--- src/hw/rtl/assert_macros.svh ---
// assertion helpers used by the jitter buffer rtl
`ifndef ASSERT_MACROS_SVH
`define ASSERT_MACROS_SVH

// same-cycle implication, disabled while reset is low
`define ASSERT_SAME(lbl, clk, rstn, ante, cons, msg) \
    lbl: assert property (@(posedge clk) disable iff (!(rstn)) (ante) |-> (cons)) \
        else $error(msg);

// next-cycle implication, disabled while reset is low
`define ASSERT_NEXT(lbl, clk, rstn, ante, cons, msg) \
    lbl: assert property (@(posedge clk) disable iff (!(rstn)) (ante) |=> (cons)) \
        else $error(msg);

`endif

--- src/hw/rtl/sqjb_pkg.sv ---
package sqjb_pkg;

    localparam int SEQ_W = 16;

    // request opcodes
    localparam logic [1:0] OP_LOAD = 2'd0;
    localparam logic [1:0] OP_PUSH = 2'd1;
    localparam logic [1:0] OP_PULL = 2'd2;

    // result kinds
    localparam logic [1:0] KIND_STATUS = 2'd0;
    localparam logic [1:0] KIND_BYTE   = 2'd1;
    localparam logic [1:0] KIND_EMPTY  = 2'd2;

    // push status codes
    localparam logic [2:0] STS_OK       = 3'd0;
    localparam logic [2:0] STS_EVICT    = 3'd1;
    localparam logic [2:0] STS_TOO_LONG = 3'd2;
    localparam logic [2:0] STS_STALE    = 3'd3;
    localparam logic [2:0] STS_DUP      = 3'd4;
    localparam logic [2:0] STS_OLDER    = 3'd5;

    typedef enum logic [1:0] {
        CELL_HOLD,
        CELL_COMPARE,
        CELL_DROP,
        CELL_INSERT
    } t_cell_op;

    typedef struct packed {
        logic [SEQ_W-1:0] seq;
        logic             vad;
    } t_slot;

    typedef struct packed {
        t_cell_op op;
        t_slot    key;
    } t_cell_cmd;

    typedef enum logic [2:0] {
        ST_IDLE,
        ST_CMP,
        ST_DECIDE,
        ST_COPY,
        ST_PULL,
        ST_EMIT
    } t_state;

    // a newer than b under 16-bit wraparound
    function automatic logic seq_after(input logic [SEQ_W-1:0] a,
                                       input logic [SEQ_W-1:0] b);
        logic [SEQ_W-1:0] d;
        d = a - b;
        return (d != '0) && !d[SEQ_W-1];
    endfunction

endpackage

--- src/hw/rtl/sqjb_if.sv ---
interface sqjb_in_if;
    logic        valid;
    logic        ready;
    logic [1:0]  opcode;
    logic [4:0]  byte_index;
    logic [7:0]  byte_value;
    logic [15:0] seq;
    logic        vad_in;
    logic [7:0]  frame_length;

    modport source (
        output valid, opcode, byte_index, byte_value, seq, vad_in, frame_length,
        input  ready
    );
    modport sink (
        input  valid, opcode, byte_index, byte_value, seq, vad_in, frame_length,
        output ready
    );
endinterface

interface sqjb_out_if;
    logic        valid;
    logic        ready;
    logic [1:0]  kind;
    logic [2:0]  status;
    logic [7:0]  byte_out;
    logic [4:0]  byte_position;
    logic        last;
    logic        vad_out;
    logic [15:0] seq_out;
    logic [5:0]  length_out;

    modport source (
        output valid, kind, status, byte_out, byte_position, last, vad_out,
               seq_out, length_out,
        input  ready
    );
    modport sink (
        input  valid, kind, status, byte_out, byte_position, last, vad_out,
               seq_out, length_out,
        output ready
    );
endinterface

--- src/hw/rtl/sqjb_cell.sv ---
module sqjb_cell import sqjb_pkg::*; #(
    parameter int IDX_W    = 4,
    parameter int PTR_W    = 3,
    parameter int CELL_IDX = 0
) (
    input  logic             i_clk,
    input  logic             i_rst_n,
    input  t_cell_cmd        i_cmd,
    input  logic [IDX_W-1:0] i_fill,
    input  logic [IDX_W-1:0] i_pos,
    input  logic [PTR_W-1:0] i_ptr_bcast,
    input  t_slot            i_lo_slot,
    input  logic [PTR_W-1:0] i_lo_ptr,
    input  t_slot            i_hi_slot,
    input  logic [PTR_W-1:0] i_hi_ptr,
    output t_slot            o_slot,
    output logic [PTR_W-1:0] o_ptr,
    output logic             o_match,
    output logic             o_newer
);

    localparam logic [IDX_W-1:0] MY_IDX    = IDX_W'(CELL_IDX);
    localparam logic [IDX_W-1:0] MY_IDX_P1 = IDX_W'(CELL_IDX + 1);

    t_slot            r_slot, n_slot;
    logic [PTR_W-1:0] r_ptr, n_ptr;
    logic             r_match, n_match;
    logic             r_newer, n_newer;
    logic             s_occ;

    assign s_occ = MY_IDX < i_fill;

    always_comb begin
        n_slot  = r_slot;
        n_ptr   = r_ptr;
        n_match = r_match;
        n_newer = r_newer;
        unique case (i_cmd.op)
            CELL_COMPARE: begin
                n_match = s_occ && (r_slot.seq == i_cmd.key.seq);
                n_newer = s_occ && seq_after(r_slot.seq, i_cmd.key.seq);
            end
            CELL_DROP: begin
                // move toward the head, the freed pointer lands behind the last entry
                if (MY_IDX_P1 < i_fill) begin
                    n_slot = i_hi_slot;
                    n_ptr  = i_hi_ptr;
                end else if (MY_IDX_P1 == i_fill) begin
                    n_ptr = i_ptr_bcast;
                end
            end
            CELL_INSERT: begin
                if (MY_IDX == i_pos) begin
                    n_slot = i_cmd.key;
                    n_ptr  = i_ptr_bcast;
                end else if (MY_IDX > i_pos && MY_IDX <= i_fill) begin
                    n_slot = i_lo_slot;
                    n_ptr  = i_lo_ptr;
                end
            end
            default: ;
        endcase
    end

    always_ff @(posedge i_clk) begin
        if (!i_rst_n) begin
            r_ptr <= PTR_W'(CELL_IDX);
        end else begin
            r_ptr <= n_ptr;
        end
    end

    always_ff @(posedge i_clk) begin
        r_slot  <= n_slot;
        r_match <= n_match;
        r_newer <= n_newer;
    end

    assign o_slot  = r_slot;
    assign o_ptr   = r_ptr;
    assign o_match = r_match;
    assign o_newer = r_newer;

endmodule

--- src/hw/rtl/sequence_sorted_jitter_buffer.sv ---
// Jitter buffer holding up to SLOTS audio frames of FRAME_BYTES bytes, kept in
// ascending sequence order by a chain of slot cells; each cell holds one
// sequence number, voice flag and a pointer into the frame memory, and
// inserts and removals move entries one cell along the chain. One request
// is handled at a time. After its accepting cycle a push compares and
// decides (twice when the oldest frame is evicted), then copies the staged
// bytes into the frame memory through its single write port (skipped when
// the push is refused), then posts the status; a pull streams the oldest
// frame at one byte per cycle from the single read port while the output is
// not stalled; an empty pull posts an empty result. Output stalls hold the
// status and byte steps. There is no clearing pass after reset; frames are
// read only from slots that have been written in full.
`include "assert_macros.svh"

module sequence_sorted_jitter_buffer import sqjb_pkg::*; #(
    parameter int FRAME_BYTES = 32,
    parameter int SLOTS       = 8
) (
    input  logic          i_clk,
    input  logic          i_rst_n,
    sqjb_in_if.sink       i_in,
    sqjb_out_if.source    o_out
);

    localparam int PTR_W = $clog2(SLOTS);
    localparam int IDX_W = $clog2(SLOTS + 1);
    localparam int BW    = (FRAME_BYTES > 1) ? $clog2(FRAME_BYTES) : 1;
    localparam int STG   = 32;

    // control state
    t_state           r_state, n_state;
    logic [IDX_W-1:0] r_fill, n_fill;
    logic [15:0]      r_last_pulled, n_last_pulled;
    logic             r_pulled_once, n_pulled_once;
    logic             r_evicted, n_evicted;
    logic [BW-1:0]    r_cnt, n_cnt;
    logic             r_out_valid, n_out_valid;

    // request payload and result fields
    t_slot            r_key, n_key;
    logic [7:0]       r_key_len, n_key_len;
    logic [PTR_W-1:0] r_wr_ptr, n_wr_ptr;
    logic [2:0]       r_status, n_status;
    logic [1:0]       r_emit_kind, n_emit_kind;
    logic [1:0]       r_out_kind, n_out_kind;
    logic [2:0]       r_out_status, n_out_status;
    logic [4:0]       r_out_pos, n_out_pos;
    logic             r_out_last, n_out_last;
    logic             r_out_vad, n_out_vad;
    logic [15:0]      r_out_seq, n_out_seq;
    logic [5:0]       r_out_len, n_out_len;

    // staging buffer and frame memory
    logic [7:0]       r_staging [STG];
    logic [7:0]       r_mem [SLOTS][FRAME_BYTES];
    logic [7:0]       r_rd_byte;

    // cell chain
    t_cell_cmd        s_cmd;
    logic [IDX_W-1:0] s_pos;
    logic [PTR_W-1:0] s_bcast;
    t_slot            s_cell_slot [SLOTS];
    logic [PTR_W-1:0] s_cell_ptr  [SLOTS];
    logic [SLOTS-1:0] s_match;
    logic [SLOTS-1:0] s_newer;

    logic             s_accept;
    logic             s_adv;
    logic             s_cnt_last;
    logic             s_rd_en;
    logic             s_wr_en;
    logic [7:0]       s_cnt8;
    logic [7:0]       s_stage_byte;
    logic             s_too_long;
    logic             s_stale;
    logic             s_dup;
    logic             s_full;
    logic             s_head_newer;
    logic [IDX_W-1:0] s_ins_pos;
    logic [PTR_W-1:0] s_free_ptr;
    logic [SLOTS-1:0] s_ptr_mask;

    assign i_in.ready = (r_state == ST_IDLE);
    assign s_accept   = i_in.valid && i_in.ready;
    // output register is free or being emptied this cycle
    assign s_adv      = !r_out_valid || o_out.ready;
    assign s_cnt_last = (r_cnt == BW'(FRAME_BYTES - 1));

    // ------------------------------------------------------------------
    // slot cells, each handing entries to its neighbors
    // ------------------------------------------------------------------
    for (genvar g = 0; g < SLOTS; g++) begin : g_cell
        t_slot            lo_slot, hi_slot;
        logic [PTR_W-1:0] lo_ptr, hi_ptr;

        if (g == 0) begin : g_first
            assign lo_slot = '0;
            assign lo_ptr  = '0;
        end else begin : g_mid_lo
            assign lo_slot = s_cell_slot[g-1];
            assign lo_ptr  = s_cell_ptr[g-1];
        end

        if (g == SLOTS - 1) begin : g_last
            assign hi_slot = s_cell_slot[g];
            assign hi_ptr  = s_cell_ptr[g];
        end else begin : g_mid_hi
            assign hi_slot = s_cell_slot[g+1];
            assign hi_ptr  = s_cell_ptr[g+1];
        end

        sqjb_cell #(
            .IDX_W    (IDX_W),
            .PTR_W    (PTR_W),
            .CELL_IDX (g)
        ) u_cell (
            .i_clk       (i_clk),
            .i_rst_n     (i_rst_n),
            .i_cmd       (s_cmd),
            .i_fill      (r_fill),
            .i_pos       (s_pos),
            .i_ptr_bcast (s_bcast),
            .i_lo_slot   (lo_slot),
            .i_lo_ptr    (lo_ptr),
            .i_hi_slot   (hi_slot),
            .i_hi_ptr    (hi_ptr),
            .o_slot      (s_cell_slot[g]),
            .o_ptr       (s_cell_ptr[g]),
            .o_match     (s_match[g]),
            .o_newer     (s_newer[g])
        );
    end

    // ------------------------------------------------------------------
    // push checks, all from registered request fields and cell state
    // ------------------------------------------------------------------
    assign s_too_long   = r_key_len > 8'(FRAME_BYTES);
    assign s_stale      = r_pulled_once && !seq_after(r_key.seq, r_last_pulled);
    assign s_dup        = |s_match;
    assign s_full       = (r_fill == IDX_W'(SLOTS));
    assign s_head_newer = seq_after(r_key.seq, s_cell_slot[0].seq);

    // first held entry newer than the key, else the tail
    always_comb begin
        s_ins_pos = r_fill;
        for (int i = SLOTS - 1; i >= 0; i--) begin
            if (s_newer[i]) begin
                s_ins_pos = IDX_W'(i);
            end
        end
    end

    // pointer sitting just past the last held entry is free
    always_comb begin
        s_free_ptr = s_cell_ptr[0];
        for (int i = 0; i < SLOTS; i++) begin
            if (r_fill == IDX_W'(i)) begin
                s_free_ptr = s_cell_ptr[i];
            end
        end
    end

    // staged byte for the copy, zero past the frame length
    assign s_cnt8       = 8'(r_cnt);
    assign s_stage_byte = (s_cnt8 < r_key_len && s_cnt8 < 8'(STG))
                        ? r_staging[s_cnt8[4:0]] : 8'd0;

    assign s_wr_en = (r_state == ST_COPY);
    assign s_rd_en = (r_state == ST_PULL) && s_adv;

    // ------------------------------------------------------------------
    // sequencer
    // ------------------------------------------------------------------
    always_comb begin
        n_state       = r_state;
        n_fill        = r_fill;
        n_last_pulled = r_last_pulled;
        n_pulled_once = r_pulled_once;
        n_evicted     = r_evicted;
        n_cnt         = r_cnt;
        n_key         = r_key;
        n_key_len     = r_key_len;
        n_wr_ptr      = r_wr_ptr;
        n_status      = r_status;
        n_emit_kind   = r_emit_kind;
        n_out_valid   = r_out_valid && !o_out.ready;
        n_out_kind    = r_out_kind;
        n_out_status  = r_out_status;
        n_out_pos     = r_out_pos;
        n_out_last    = r_out_last;
        n_out_vad     = r_out_vad;
        n_out_seq     = r_out_seq;
        n_out_len     = r_out_len;
        s_cmd.op      = CELL_HOLD;
        s_cmd.key     = r_key;
        s_pos         = s_ins_pos;
        s_bcast       = s_cell_ptr[0];

        unique case (r_state)
            ST_IDLE: begin
                if (s_accept) begin
                    unique case (i_in.opcode)
                        OP_PUSH: begin
                            n_key.seq = i_in.seq;
                            n_key.vad = i_in.vad_in;
                            n_key_len = i_in.frame_length;
                            n_evicted = 1'b0;
                            n_state   = ST_CMP;
                        end
                        OP_PULL: begin
                            n_cnt = '0;
                            if (r_fill == '0) begin
                                n_status    = STS_OK;
                                n_emit_kind = KIND_EMPTY;
                                n_state     = ST_EMIT;
                            end else begin
                                n_state = ST_PULL;
                            end
                        end
                        default: ;
                    endcase
                end
            end
            ST_CMP: begin
                s_cmd.op = CELL_COMPARE;
                n_state  = ST_DECIDE;
            end
            ST_DECIDE: begin
                n_emit_kind = KIND_STATUS;
                if (s_too_long) begin
                    n_status = STS_TOO_LONG;
                    n_state  = ST_EMIT;
                end else if (s_stale) begin
                    n_status = STS_STALE;
                    n_state  = ST_EMIT;
                end else if (s_dup) begin
                    n_status = STS_DUP;
                    n_state  = ST_EMIT;
                end else if (s_full && !s_head_newer) begin
                    n_status = STS_OLDER;
                    n_state  = ST_EMIT;
                end else if (s_full) begin
                    // evict the oldest, then compare again on the shorter chain
                    s_cmd.op  = CELL_DROP;
                    s_bcast   = s_cell_ptr[0];
                    n_fill    = r_fill - 1'b1;
                    n_evicted = 1'b1;
                    n_state   = ST_CMP;
                end else begin
                    s_cmd.op = CELL_INSERT;
                    s_bcast  = s_free_ptr;
                    n_wr_ptr = s_free_ptr;
                    n_fill   = r_fill + 1'b1;
                    n_cnt    = '0;
                    n_state  = ST_COPY;
                end
            end
            ST_COPY: begin
                n_cnt = r_cnt + 1'b1;
                if (s_cnt_last) begin
                    n_cnt       = '0;
                    n_status    = r_evicted ? STS_EVICT : STS_OK;
                    n_emit_kind = KIND_STATUS;
                    n_state     = ST_EMIT;
                end
            end
            ST_PULL: begin
                if (s_adv) begin
                    n_out_valid  = 1'b1;
                    n_out_kind   = KIND_BYTE;
                    n_out_status = STS_OK;
                    n_out_pos    = 5'(r_cnt);
                    n_out_last   = s_cnt_last;
                    n_out_vad    = s_cell_slot[0].vad;
                    n_out_seq    = s_cell_slot[0].seq;
                    n_out_len    = 6'(FRAME_BYTES);
                    n_cnt        = r_cnt + 1'b1;
                    if (s_cnt_last) begin
                        // frame leaves the buffer with its final byte
                        n_cnt         = '0;
                        n_last_pulled = s_cell_slot[0].seq;
                        n_pulled_once = 1'b1;
                        s_cmd.op      = CELL_DROP;
                        s_bcast       = s_cell_ptr[0];
                        n_fill        = r_fill - 1'b1;
                        n_state       = ST_IDLE;
                    end
                end
            end
            ST_EMIT: begin
                if (s_adv) begin
                    n_out_valid  = 1'b1;
                    n_out_kind   = r_emit_kind;
                    n_out_status = r_status;
                    n_out_pos    = '0;
                    n_out_last   = 1'b1;
                    n_out_vad    = 1'b0;
                    n_out_seq    = '0;
                    n_out_len    = '0;
                    n_state      = ST_IDLE;
                end
            end
            default: n_state = ST_IDLE;
        endcase
    end

    always_ff @(posedge i_clk) begin
        if (!i_rst_n) begin
            r_state       <= ST_IDLE;
            r_fill        <= '0;
            r_last_pulled <= '0;
            r_pulled_once <= 1'b0;
            r_evicted     <= 1'b0;
            r_cnt         <= '0;
            r_out_valid   <= 1'b0;
        end else begin
            r_state       <= n_state;
            r_fill        <= n_fill;
            r_last_pulled <= n_last_pulled;
            r_pulled_once <= n_pulled_once;
            r_evicted     <= n_evicted;
            r_cnt         <= n_cnt;
            r_out_valid   <= n_out_valid;
        end
    end

    always_ff @(posedge i_clk) begin
        r_key        <= n_key;
        r_key_len    <= n_key_len;
        r_wr_ptr     <= n_wr_ptr;
        r_status     <= n_status;
        r_emit_kind  <= n_emit_kind;
        r_out_kind   <= n_out_kind;
        r_out_status <= n_out_status;
        r_out_pos    <= n_out_pos;
        r_out_last   <= n_out_last;
        r_out_vad    <= n_out_vad;
        r_out_seq    <= n_out_seq;
        r_out_len    <= n_out_len;
    end

    // staging buffer, loads past the frame size are ignored
    always_ff @(posedge i_clk) begin
        if (!i_rst_n) begin
            for (int i = 0; i < STG; i++) begin
                r_staging[i] <= 8'd0;
            end
        end else if (s_accept && i_in.opcode == OP_LOAD
                     && 8'(i_in.byte_index) < 8'(FRAME_BYTES)) begin
            r_staging[i_in.byte_index] <= i_in.byte_value;
        end
    end

    // frame memory: one write port for the copy, one registered read port
    always_ff @(posedge i_clk) begin
        if (s_wr_en) begin
            r_mem[r_wr_ptr][r_cnt] <= s_stage_byte;
        end
    end

    always_ff @(posedge i_clk) begin
        if (s_rd_en) begin
            r_rd_byte <= r_mem[s_cell_ptr[0]][r_cnt];
        end
    end

    assign o_out.valid         = r_out_valid;
    assign o_out.kind          = r_out_kind;
    assign o_out.status        = r_out_status;
    assign o_out.byte_out      = (r_out_kind == KIND_BYTE) ? r_rd_byte : 8'd0;
    assign o_out.byte_position = r_out_pos;
    assign o_out.last          = r_out_last;
    assign o_out.vad_out       = r_out_vad;
    assign o_out.seq_out       = r_out_seq;
    assign o_out.length_out    = r_out_len;

    // ------------------------------------------------------------------
    // checks
    // ------------------------------------------------------------------
    // cell pointers always form a permutation of the frame slots
    always_comb begin
        s_ptr_mask = '0;
        for (int i = 0; i < SLOTS; i++) begin
            s_ptr_mask = s_ptr_mask | (SLOTS'(1) << s_cell_ptr[i]);
        end
    end

    `ASSERT_SAME(a_ptr_perm, i_clk, i_rst_n, 1'b1, s_ptr_mask == '1, "slot pointers lost")
    `ASSERT_SAME(a_fill_max, i_clk, i_rst_n, 1'b1, r_fill <= IDX_W'(SLOTS), "fill overrun")
    `ASSERT_NEXT(a_pull_drop, i_clk, i_rst_n, r_state == ST_PULL && s_adv && s_cnt_last, r_fill == $past(r_fill) - 1'b1, "pulled frame not removed")

endmodule

--- src/flat_wrapper.sv ---
// flat-port wrapper written by rule: the top's interface ports become plain ports
module sequence_sorted_jitter_buffer_flat import sqjb_pkg::*;
#(
    parameter int FRAME_BYTES = 32,
    parameter int SLOTS       = 8
)
  (i_clk, i_rst_n, i_in_valid, i_in_opcode, i_in_byte_index, i_in_byte_value, i_in_seq, i_in_vad_in, i_in_frame_length, i_in_ready, o_out_valid, o_out_kind, o_out_status, o_out_byte_out, o_out_byte_position, o_out_last, o_out_vad_out, o_out_seq_out, o_out_length_out, o_out_ready);
  sqjb_in_if i_in_i ();
  sqjb_out_if o_out_i ();
  input  logic i_clk;
  input  logic i_rst_n;
  input wire logic [$bits(i_in_i.valid)-1:0] i_in_valid;
  input wire logic [$bits(i_in_i.opcode)-1:0] i_in_opcode;
  input wire logic [$bits(i_in_i.byte_index)-1:0] i_in_byte_index;
  input wire logic [$bits(i_in_i.byte_value)-1:0] i_in_byte_value;
  input wire logic [$bits(i_in_i.seq)-1:0] i_in_seq;
  input wire logic [$bits(i_in_i.vad_in)-1:0] i_in_vad_in;
  input wire logic [$bits(i_in_i.frame_length)-1:0] i_in_frame_length;
  output wire logic [$bits(i_in_i.ready)-1:0] i_in_ready;
  output wire logic [$bits(o_out_i.valid)-1:0] o_out_valid;
  output wire logic [$bits(o_out_i.kind)-1:0] o_out_kind;
  output wire logic [$bits(o_out_i.status)-1:0] o_out_status;
  output wire logic [$bits(o_out_i.byte_out)-1:0] o_out_byte_out;
  output wire logic [$bits(o_out_i.byte_position)-1:0] o_out_byte_position;
  output wire logic [$bits(o_out_i.last)-1:0] o_out_last;
  output wire logic [$bits(o_out_i.vad_out)-1:0] o_out_vad_out;
  output wire logic [$bits(o_out_i.seq_out)-1:0] o_out_seq_out;
  output wire logic [$bits(o_out_i.length_out)-1:0] o_out_length_out;
  input wire logic [$bits(o_out_i.ready)-1:0] o_out_ready;
  assign i_in_i.valid = i_in_valid;
  assign i_in_i.opcode = i_in_opcode;
  assign i_in_i.byte_index = i_in_byte_index;
  assign i_in_i.byte_value = i_in_byte_value;
  assign i_in_i.seq = i_in_seq;
  assign i_in_i.vad_in = i_in_vad_in;
  assign i_in_i.frame_length = i_in_frame_length;
  assign i_in_ready = i_in_i.ready;
  assign o_out_valid = o_out_i.valid;
  assign o_out_kind = o_out_i.kind;
  assign o_out_status = o_out_i.status;
  assign o_out_byte_out = o_out_i.byte_out;
  assign o_out_byte_position = o_out_i.byte_position;
  assign o_out_last = o_out_i.last;
  assign o_out_vad_out = o_out_i.vad_out;
  assign o_out_seq_out = o_out_i.seq_out;
  assign o_out_length_out = o_out_i.length_out;
  assign o_out_i.ready = o_out_ready;
  sequence_sorted_jitter_buffer #(.FRAME_BYTES(FRAME_BYTES), .SLOTS(SLOTS)) u_core (.i_clk(i_clk), .i_rst_n(i_rst_n), .i_in(i_in_i), .o_out(o_out_i));
endmodule
--- config.mk ---
export PLATFORM = sky130hd
export DESIGN_NAME = sequence_sorted_jitter_buffer_flat
export DESIGN_NICKNAME = d
export VERILOG_FILES = /design/src/hw/rtl/sqjb_pkg.sv /design/src/hw/rtl/sqjb_if.sv /design/src/hw/rtl/sqjb_cell.sv /design/src/hw/rtl/sequence_sorted_jitter_buffer.sv /design/src/flat_wrapper.sv
export VERILOG_INCLUDE_DIRS = /design/src /design/src/hw/rtl
export SDC_FILE = /design/constraint.sdc
export NUM_CORES = 2
export LEC_CHECK = 0
export ABC_AREA = 0
export BUFFER_PORTS_ARGS = -buffer_cell sky130_fd_sc_hd__clkbuf_2
export CORE_MARGIN = 2
export CORE_UTILIZATION = 59
export CTS_BUF_LIST = sky130_fd_sc_hd__clkbuf_8
export DETAILED_ROUTE_END_ITERATION = 12
export PLACE_DENSITY = 0.75
export SYNTH_ARGS = -nofsm -noshare
export SYNTH_HDL_FRONTEND = slang
export SYNTH_SLANG_ARGS = --single-unit
export TNS_END_PERCENT = 50
--- constraint.sdc ---
create_clock -name i_clk -period 18.35 [get_ports i_clk]
set_clock_uncertainty 0.05 [all_clocks]
set_input_delay 3.67 -clock i_clk [delete_from_list [all_inputs] [get_ports i_clk]]
set_output_delay 3.67 -clock i_clk [all_outputs]
set_load 0.02 [all_outputs]
; ---- Word-level counts from Yosys, hierarchy flattened
; Memories as Yosys holds them, arrays and structs flattened. A register that Yosys moved wholly into a read port is not among the register bits.
; Index checks and enable logic that the tools add are counted.
[word_totals]
memories = 2
ramBits = 2304
ff_bits = 282
input_bits = 44
output_inout_bits = 44
word_cells = 497
[classes]
n_eq_ne = 83
mux = 195
n_lt_le_gt_ge = 30
reduce_logical = 107
n_bitwise = 6
addsub = 13
[memory_table]
columns = name, depth, width, rd, rd_clocked_by_memory_dff, write_ports, line_no
row1 = u_core.r_mem, 8, 256, 1, 1, 1, sequence_sorted_jitter_buffer.sv:55  ; logic [7:0] r_mem [SLOTS][FRAME_BYTES];
row2 = u_core.r_staging, 32, 8, 1, 1, 32, sequence_sorted_jitter_buffer.sv:54  ; logic [7:0] r_staging [STG];
[ops]
columns = operator, count
row1 = $mux 17, 23
row2 = $mux 256, 1
row3 = $pmux 17 s2, 7
row4 = $mux 3, 65
row5 = $reduce_bool 16->1, 10
row6 = $sub 16x16->16, 10
row7 = $eq 16x16->1, 8
row8 = $mux 5, 14
row9 = $mux 4, 15
row10 = $pmux 3 s2, 10
row11 = $reduce_and 3->1, 17
row12 = $mux 8, 6
row13 = $ne 3x3->1 const B, 16
row14 = $logic_and 1x1->1, 42
row15 = $bmux 8 s5, 1
row16 = $demux 8 s5, 1
row17 = $ne 2x2->1 const B, 18
row18 = $eq 3x4->1 const A, 8
row19 = $mux 16, 2
row20 = $pmux 16 s2, 1
row21 = $mux 2, 13
row22 = $mux 1, 22
row23 = $pmux 5 s4, 1
row24 = $pmux 3 s6, 1
row25 = 60 further kinds, 122

; ---- Depth between registers and ports, before layout
[depth]
word_depth = 19
ltp_mapped = 16
mapped_depth_nobuf = 14

; ---- Cells and area by module
; A second synthesis with hierarchy kept.
[hier_totals]
hier_cells = 6826
area_unflattened_um2 = 114384.7
[by_module_without_submodules]
columns = mod, area_per_inst_um2, cells_per_inst, seq_area_each_um2, instances
row1 = sequence_sorted_jitter_buffer, 97483.5, 4829, 71979.0, 1
row2 = sqjb_cell at u_core.g_cell[4].u_cell, 2296.0, 264, 630.6, 1
row3 = sqjb_cell at u_core.g_cell[3].u_cell, 2162.1, 247, 630.6, 1
row4 = sqjb_cell at u_core.g_cell[2].u_cell, 2104.5, 255, 630.6, 1
row5 = sqjb_cell at u_core.g_cell[7].u_cell, 2102.0, 264, 630.6, 1
row6 = sqjb_cell at u_core.g_cell[6].u_cell, 2078.2, 246, 630.6, 1
row7 = sqjb_cell at u_core.g_cell[1].u_cell, 2062.0, 240, 630.6, 1
row8 = sqjb_cell at u_core.g_cell[0].u_cell, 2053.2, 237, 630.6, 1
row9 = sqjb_cell at u_core.g_cell[5].u_cell, 2043.2, 244, 630.6, 1

; ---- Worst setup path before layout
; Ideal clock, no wire load.
[synth_path]
path_kind = register to register
start = register with a tool-made name
end = memory u_core.r_mem[0][101] (netlist name) (data pin)
synth_period_minus_slack_ns = 9.171
t_required_ns = 16.910
setup_time_ns = 1.390
path_buffers = 2
path_slack_ns = 9.179
arrival_ns = 7.730
path_stages_with_launch = 7
cell_sequence = dfxtp_1 > clkbuf_1 > buf_1 > mux4_2 > mux4_2 > mux2i_1 > nor2_1
[synth_lines]
columns = item, line_no
row1 = to (decl), sequence_sorted_jitter_buffer.sv:55

; ---- Worst setup path after layout
[layout_path]
start = register u_core.r_out_kind[1], in the netlist u_core.o_out.kind[1]
end = output o_out_byte_out[4]
[layout_between]
elab_chain_len = 2
[layout_rtl]
columns = item, line_no
row1 = from (decl), sequence_sorted_jitter_buffer.sv:45  ; logic [1:0] r_out_kind, n_out_kind;
row2 = from (signal assigned), sequence_sorted_jitter_buffer.sv:333  ; r_out_kind <= n_out_kind;
row3 = $eq 2x1->1, sequence_sorted_jitter_buffer.sv:370  ; assign o_out.byte_out = (r_out_kind == KIND_BYTE) ? r_rd_byte : 8'd0;
row4 = $mux 8, sequence_sorted_jitter_buffer.sv:370
row5 = to (decl), flat_wrapper.sv:23  ; output wire logic [$bits(o_out_i.byte_out)-1:0] o_out_byte_out;
; Every way passes these cells.

==> impl_metrics.json <==
{
  "power.share.clock": 0.392,
  "period_needed_ns": 6.82,
  "vdd_ir_drop_max_mv": 0.0781,
  "clk_latency_worst_skew_pair_ns": 1.06,
  "critical_path.startpoint_type": "flip-flop",
  "timing_hold_violations_final": 0,
  "postRouteAntennaNets": 0,
  "timing.final.ws_setup_ns": 11.53,
  "drc_errors": 0,
  "worst-endpoint-arrival_ns": 3.10,
  "status": "finished clean",
  "via_count_of_the_first_global_routing_pass": 60700,
  "critPathMaxFanout": 8,
  "areaGrowthSynthToFinish_pct": 9.27,
  "switching_share": 0.216,
  "critical_path.slowest_cell": "sky130_fd_sc_hd__nor2b_1",
  "routabilityCongestion": 0.946,
  "internal_power_uw": 8760,
  "cts_sinks": 2588,
  "clkSlewWorstSetupHoldPaths_ns": 0.06,
  "cts_htree_levels": 5,
  "critPathBufInv": 1,
  "syn_avg_cell_area_um2": 17.4,
  "hp-class": "reg -> reg",
  "synthTopCellsByArea": "sky130_fd_sc_hd__edfxtp_1 (68%), sky130_fd_sc_hd__mux4_2 (14%), sky130_fd_sc_hd__ha_1 (1.9%), sky130_fd_sc_hd__mux2i_1 (1.7%), sky130_fd_sc_hd__and2_1 (1.6%)",
  "synth_seq_area_share": 0.692,
  "initial_util": 0.594,
  "ys.flop_type": "sky130_fd_sc_hd__edfxtp_1",
  "grt_pass1_wl_mm": 399,
  "final_layout_size_suffix_gt1_frac": 0.216,
  "cts-buffers-inserted": 404,
  "hpwl_mm": 165,
  "power_per_cell_area_nw_per_um2": 91.8,
  "ios": 88,
  "chipWidth_um": 438,
  "synth.most_common_cell": "sky130_fd_sc_hd__edfxtp_1",
  "power_leakage_uw": 0.0396,
  "crit_chain": "nor2b_1 -> and2_1 -> clkbuf_2",
  "totalNegativeSetupSlack_ns": 0,
  "post-route-util": 0.649,
  "period_share": 0.372,
  "combinationalPowerShare": 0.026,
  "ctsLongestPathBuffers": 4,
  "grt_max_degree": 219,
  "synth.top_cells.by_count": "sky130_fd_sc_hd__edfxtp_1 (2525), sky130_fd_sc_hd__mux4_2 (712), sky130_fd_sc_hd__nor2_1 (462)",
  "grt_antenna_before_repair": 9,
  "dp_slack_ns": 11.34,
  "seq_area_um2": 77100,
  "ctsRootBufferMaster": "sky130_fd_sc_hd__clkbuf_8",
  "globalRouteTotalUtil": 0.282,
  "post-cts-setup-buffers": 0,
  "data_required_time_of_the_critical_path_ns": 14.63,
  "number_of_gates_resized_after_cts": 0,
  "placementRows": 159,
  "num_vias": 61900,
  "detail_route.iter0.violations": 7618,
  "netlist_instances": 6404,
  "synth-edff-count": 2525,
  "worst_pin_slew_ns": 1.27,
  "synth.distinct_cells": 85,
  "viasPerCell": 6.55,
  "core_um2": 188000,
  "max_freq_mhz": 147,
  "rsz0062_at_grt": "no",
  "finalSetupViolCount": 0,
  "p_switching_uw": 2410,
  "synth_top_cell_area_share": 0.681,
  "avgRoutedWirePerCell_um": 28.7,
  "crit_path_max_incr_delay_ns": 0.94,
  "power.share.sequential": 0.582,
  "fillCellCount": 12500,
  "die_height_um": 438,
  "cts.hold.buffers_added": 0,
  "synth_register_bits": 2588,
  "grt_remaining_overflow": 0,
  "synth_warnings": 0,
  "multiInputGateArea_um2": 32600,
  "critical_path.top_delay_family": "simple AND/OR/NAND/NOR gates",
  "max_slew_violation_total_from_the_final_report": 0,
  "synth_area_um2": 111000,
  "async_reset_ff_frac": 0,
  "drt_pass1_iterations": 6,
  "start_to_end_type_of_the_worst_setup_path": "reg -> out",
  "io_buffer_count": 82,
  "timing.max_cap.violations": 0,
  "tritoncts": "done",
  "finalNetCount": 6861,
  "routed_wl_mm": 271,
  "floorplan.die_area_um2": 192000,
  "yosysTopAreaCell": "sky130_fd_sc_hd__edfxtp_1",
  "worst_setup_path_end_kind": "output port",
  "timing.max_slew.rel_slack": 0.152
}
==> cells by family (layout without fill, tap and decap cells) <==
kind of cell    after synthesis  after routing  share of synthesized area
flops                      2588           2588                      0.692
simple gates               1501           1501                     0.0655
mux                         922            922                      0.163
compound gates              713            713                     0.0396
buf+inv                     456            995                     0.0162
fa+ha+maj                   168            168                     0.0190
xor+xnor                     55             55                    0.00433
other cells                   1             10                  0.0000337
==> worst reg2reg max path: stages, from the launching register on <==
cell and delay [ns]:
sky130_fd_sc_hd__edfxtp_1 0.33, sky130_fd_sc_hd__buf_4 0.26, sky130_fd_sc_hd__inv_1 0.16, sky130_fd_sc_hd__ha_1 0.25, sky130_fd_sc_hd__fa_1 0.41, sky130_fd_sc_hd__nor2b_1 0.25, sky130_fd_sc_hd__o31ai_4 0.11, sky130_fd_sc_hd__a2111oi_0 0.51
sky130_fd_sc_hd__o21ai_0 0.14, sky130_fd_sc_hd__a22o_1 0.25, sky130_fd_sc_hd__o311a_4 0.43, sky130_fd_sc_hd__o21ai_4 0.12, sky130_fd_sc_hd__buf_4 0.80, sky130_fd_sc_hd__inv_2 0.68, sky130_fd_sc_hd__nor2_2 0.58, sky130_fd_sc_hd__nand2_1 0.15
sky130_fd_sc_hd__a21oi_2 0.83
==> layout by cell type (no fill, tap or decap), types with 31 or more instances in the layout <==
master and count:
sky130_fd_sc_hd__nor3_1 63, sky130_fd_sc_hd__buf_4 107, sky130_fd_sc_hd__clkinv_1 94, sky130_fd_sc_hd__nand3_1 81, sky130_fd_sc_hd__clkbuf_8 422, sky130_fd_sc_hd__nor2b_1 34, sky130_fd_sc_hd__mux4_2 712, sky130_fd_sc_hd__nor2_1 453
sky130_fd_sc_hd__mux2i_1 185, sky130_fd_sc_hd__inv_1 219, sky130_fd_sc_hd__o21a_1 31, sky130_fd_sc_hd__clkinv_2 47, sky130_fd_sc_hd__edfxtp_1 2525, sky130_fd_sc_hd__a21oi_1 201, sky130_fd_sc_hd__a211oi_1 32, sky130_fd_sc_hd__o21ai_0 211
sky130_fd_sc_hd__dfxtp_1 55, sky130_fd_sc_hd__clkbuf_2 82, sky130_fd_sc_hd__xor2_1 33, sky130_fd_sc_hd__nor4_1 32, sky130_fd_sc_hd__and2_1 280, sky130_fd_sc_hd__nand2_1 345, sky130_fd_sc_hd__ha_1 166
==> worst paths after layout <==
path         depth (start not counted)  slack (ns)                    start                                 end
max                                  3       11.53     u_core.o_out.kind[1]                   o_out_byte_out[4]
min                                  2        0.41  u_core.r_last_pulled[5]             u_core.r_last_pulled[5]
max reg2reg                         16       11.62          u_core.r_key[1]  u_core.g_cell[1].u_cell.o_slot[14]
min reg2reg                          2        0.41  u_core.r_last_pulled[5]             u_core.r_last_pulled[5]
==> state kept, by name, summed over array words and instances, names as in the netlist, 2 cells and up, named ones only <==
name / flops
u_core.g_cell.u_cell.o_match: 8
u_core.g_cell.u_cell.o_newer: 8
u_core.g_cell.u_cell.o_ptr: 24
u_core.g_cell.u_cell.o_slot: 136
u_core.o_out.byte_position: 5
u_core.o_out.kind: 2
u_core.o_out.seq_out: 16
u_core.o_out.status: 3
u_core.r_cnt: 5
u_core.r_fill: 4
u_core.r_key: 17
u_core.r_key_len: 8
u_core.r_last_pulled: 16
u_core.r_mem: 2048
u_core.r_rd_byte: 8
u_core.r_staging: 256
u_core.r_state: 3
u_core.r_status: 3
u_core.r_wr_ptr: 3
==> layout make-up <==
type	count	share of cell area
flip-flops and latches	2588	0.634
multi-input cells	3364	0.268
clock buffers	422	0.0477
well taps	2495	0.0257
repair buffers	195	0.0110
clock inverters	282	0.0108
inverters	96	0.00296
diodes	5	0.000103
==> per-stage QoR <==
stage / instances / area (µm²) / total power [µW] / hold WS (ns)
6_report: 9447 / 122000 / 11200 / 0.410
5_1_grt: 9445 / 122000 / 11500 / 0.431
4_1_cts: 9442 / 122000 / 11200 / 0.409
3_5_place_dp: 8738 / 115000 / 6910 / 0.398
3_3_place_gp: 8738 / 115000 / 6900 / 0.398
2_1_floorplan: 6408 / 111000 / 6810 / 0.386
==> power by group through the flow <==
| stage | clock [µW] | combinational (µW) | sequential (µW) |
|---|---|---|---|
| floorplan | 0 | 169 | 6640 |
| global placement | 0 | 274 | 6630 |
| detailed placement | 0 | 284 | 6630 |
| CTS | 4430 | 284 | 6500 |
| global route | 4680 | 310 | 6500 |
| finish | 4380 | 289 | 6500 |
==> routing by layer <==
metal | track usage | wire, µm
met5 | 0 | 103
met2 | 0.437 | 128000
met4 | 0.107 | 10800
met1 | 0.399 | 105000
met3 | 0.0603 | 26500
(Power assumes the default switching activity.)
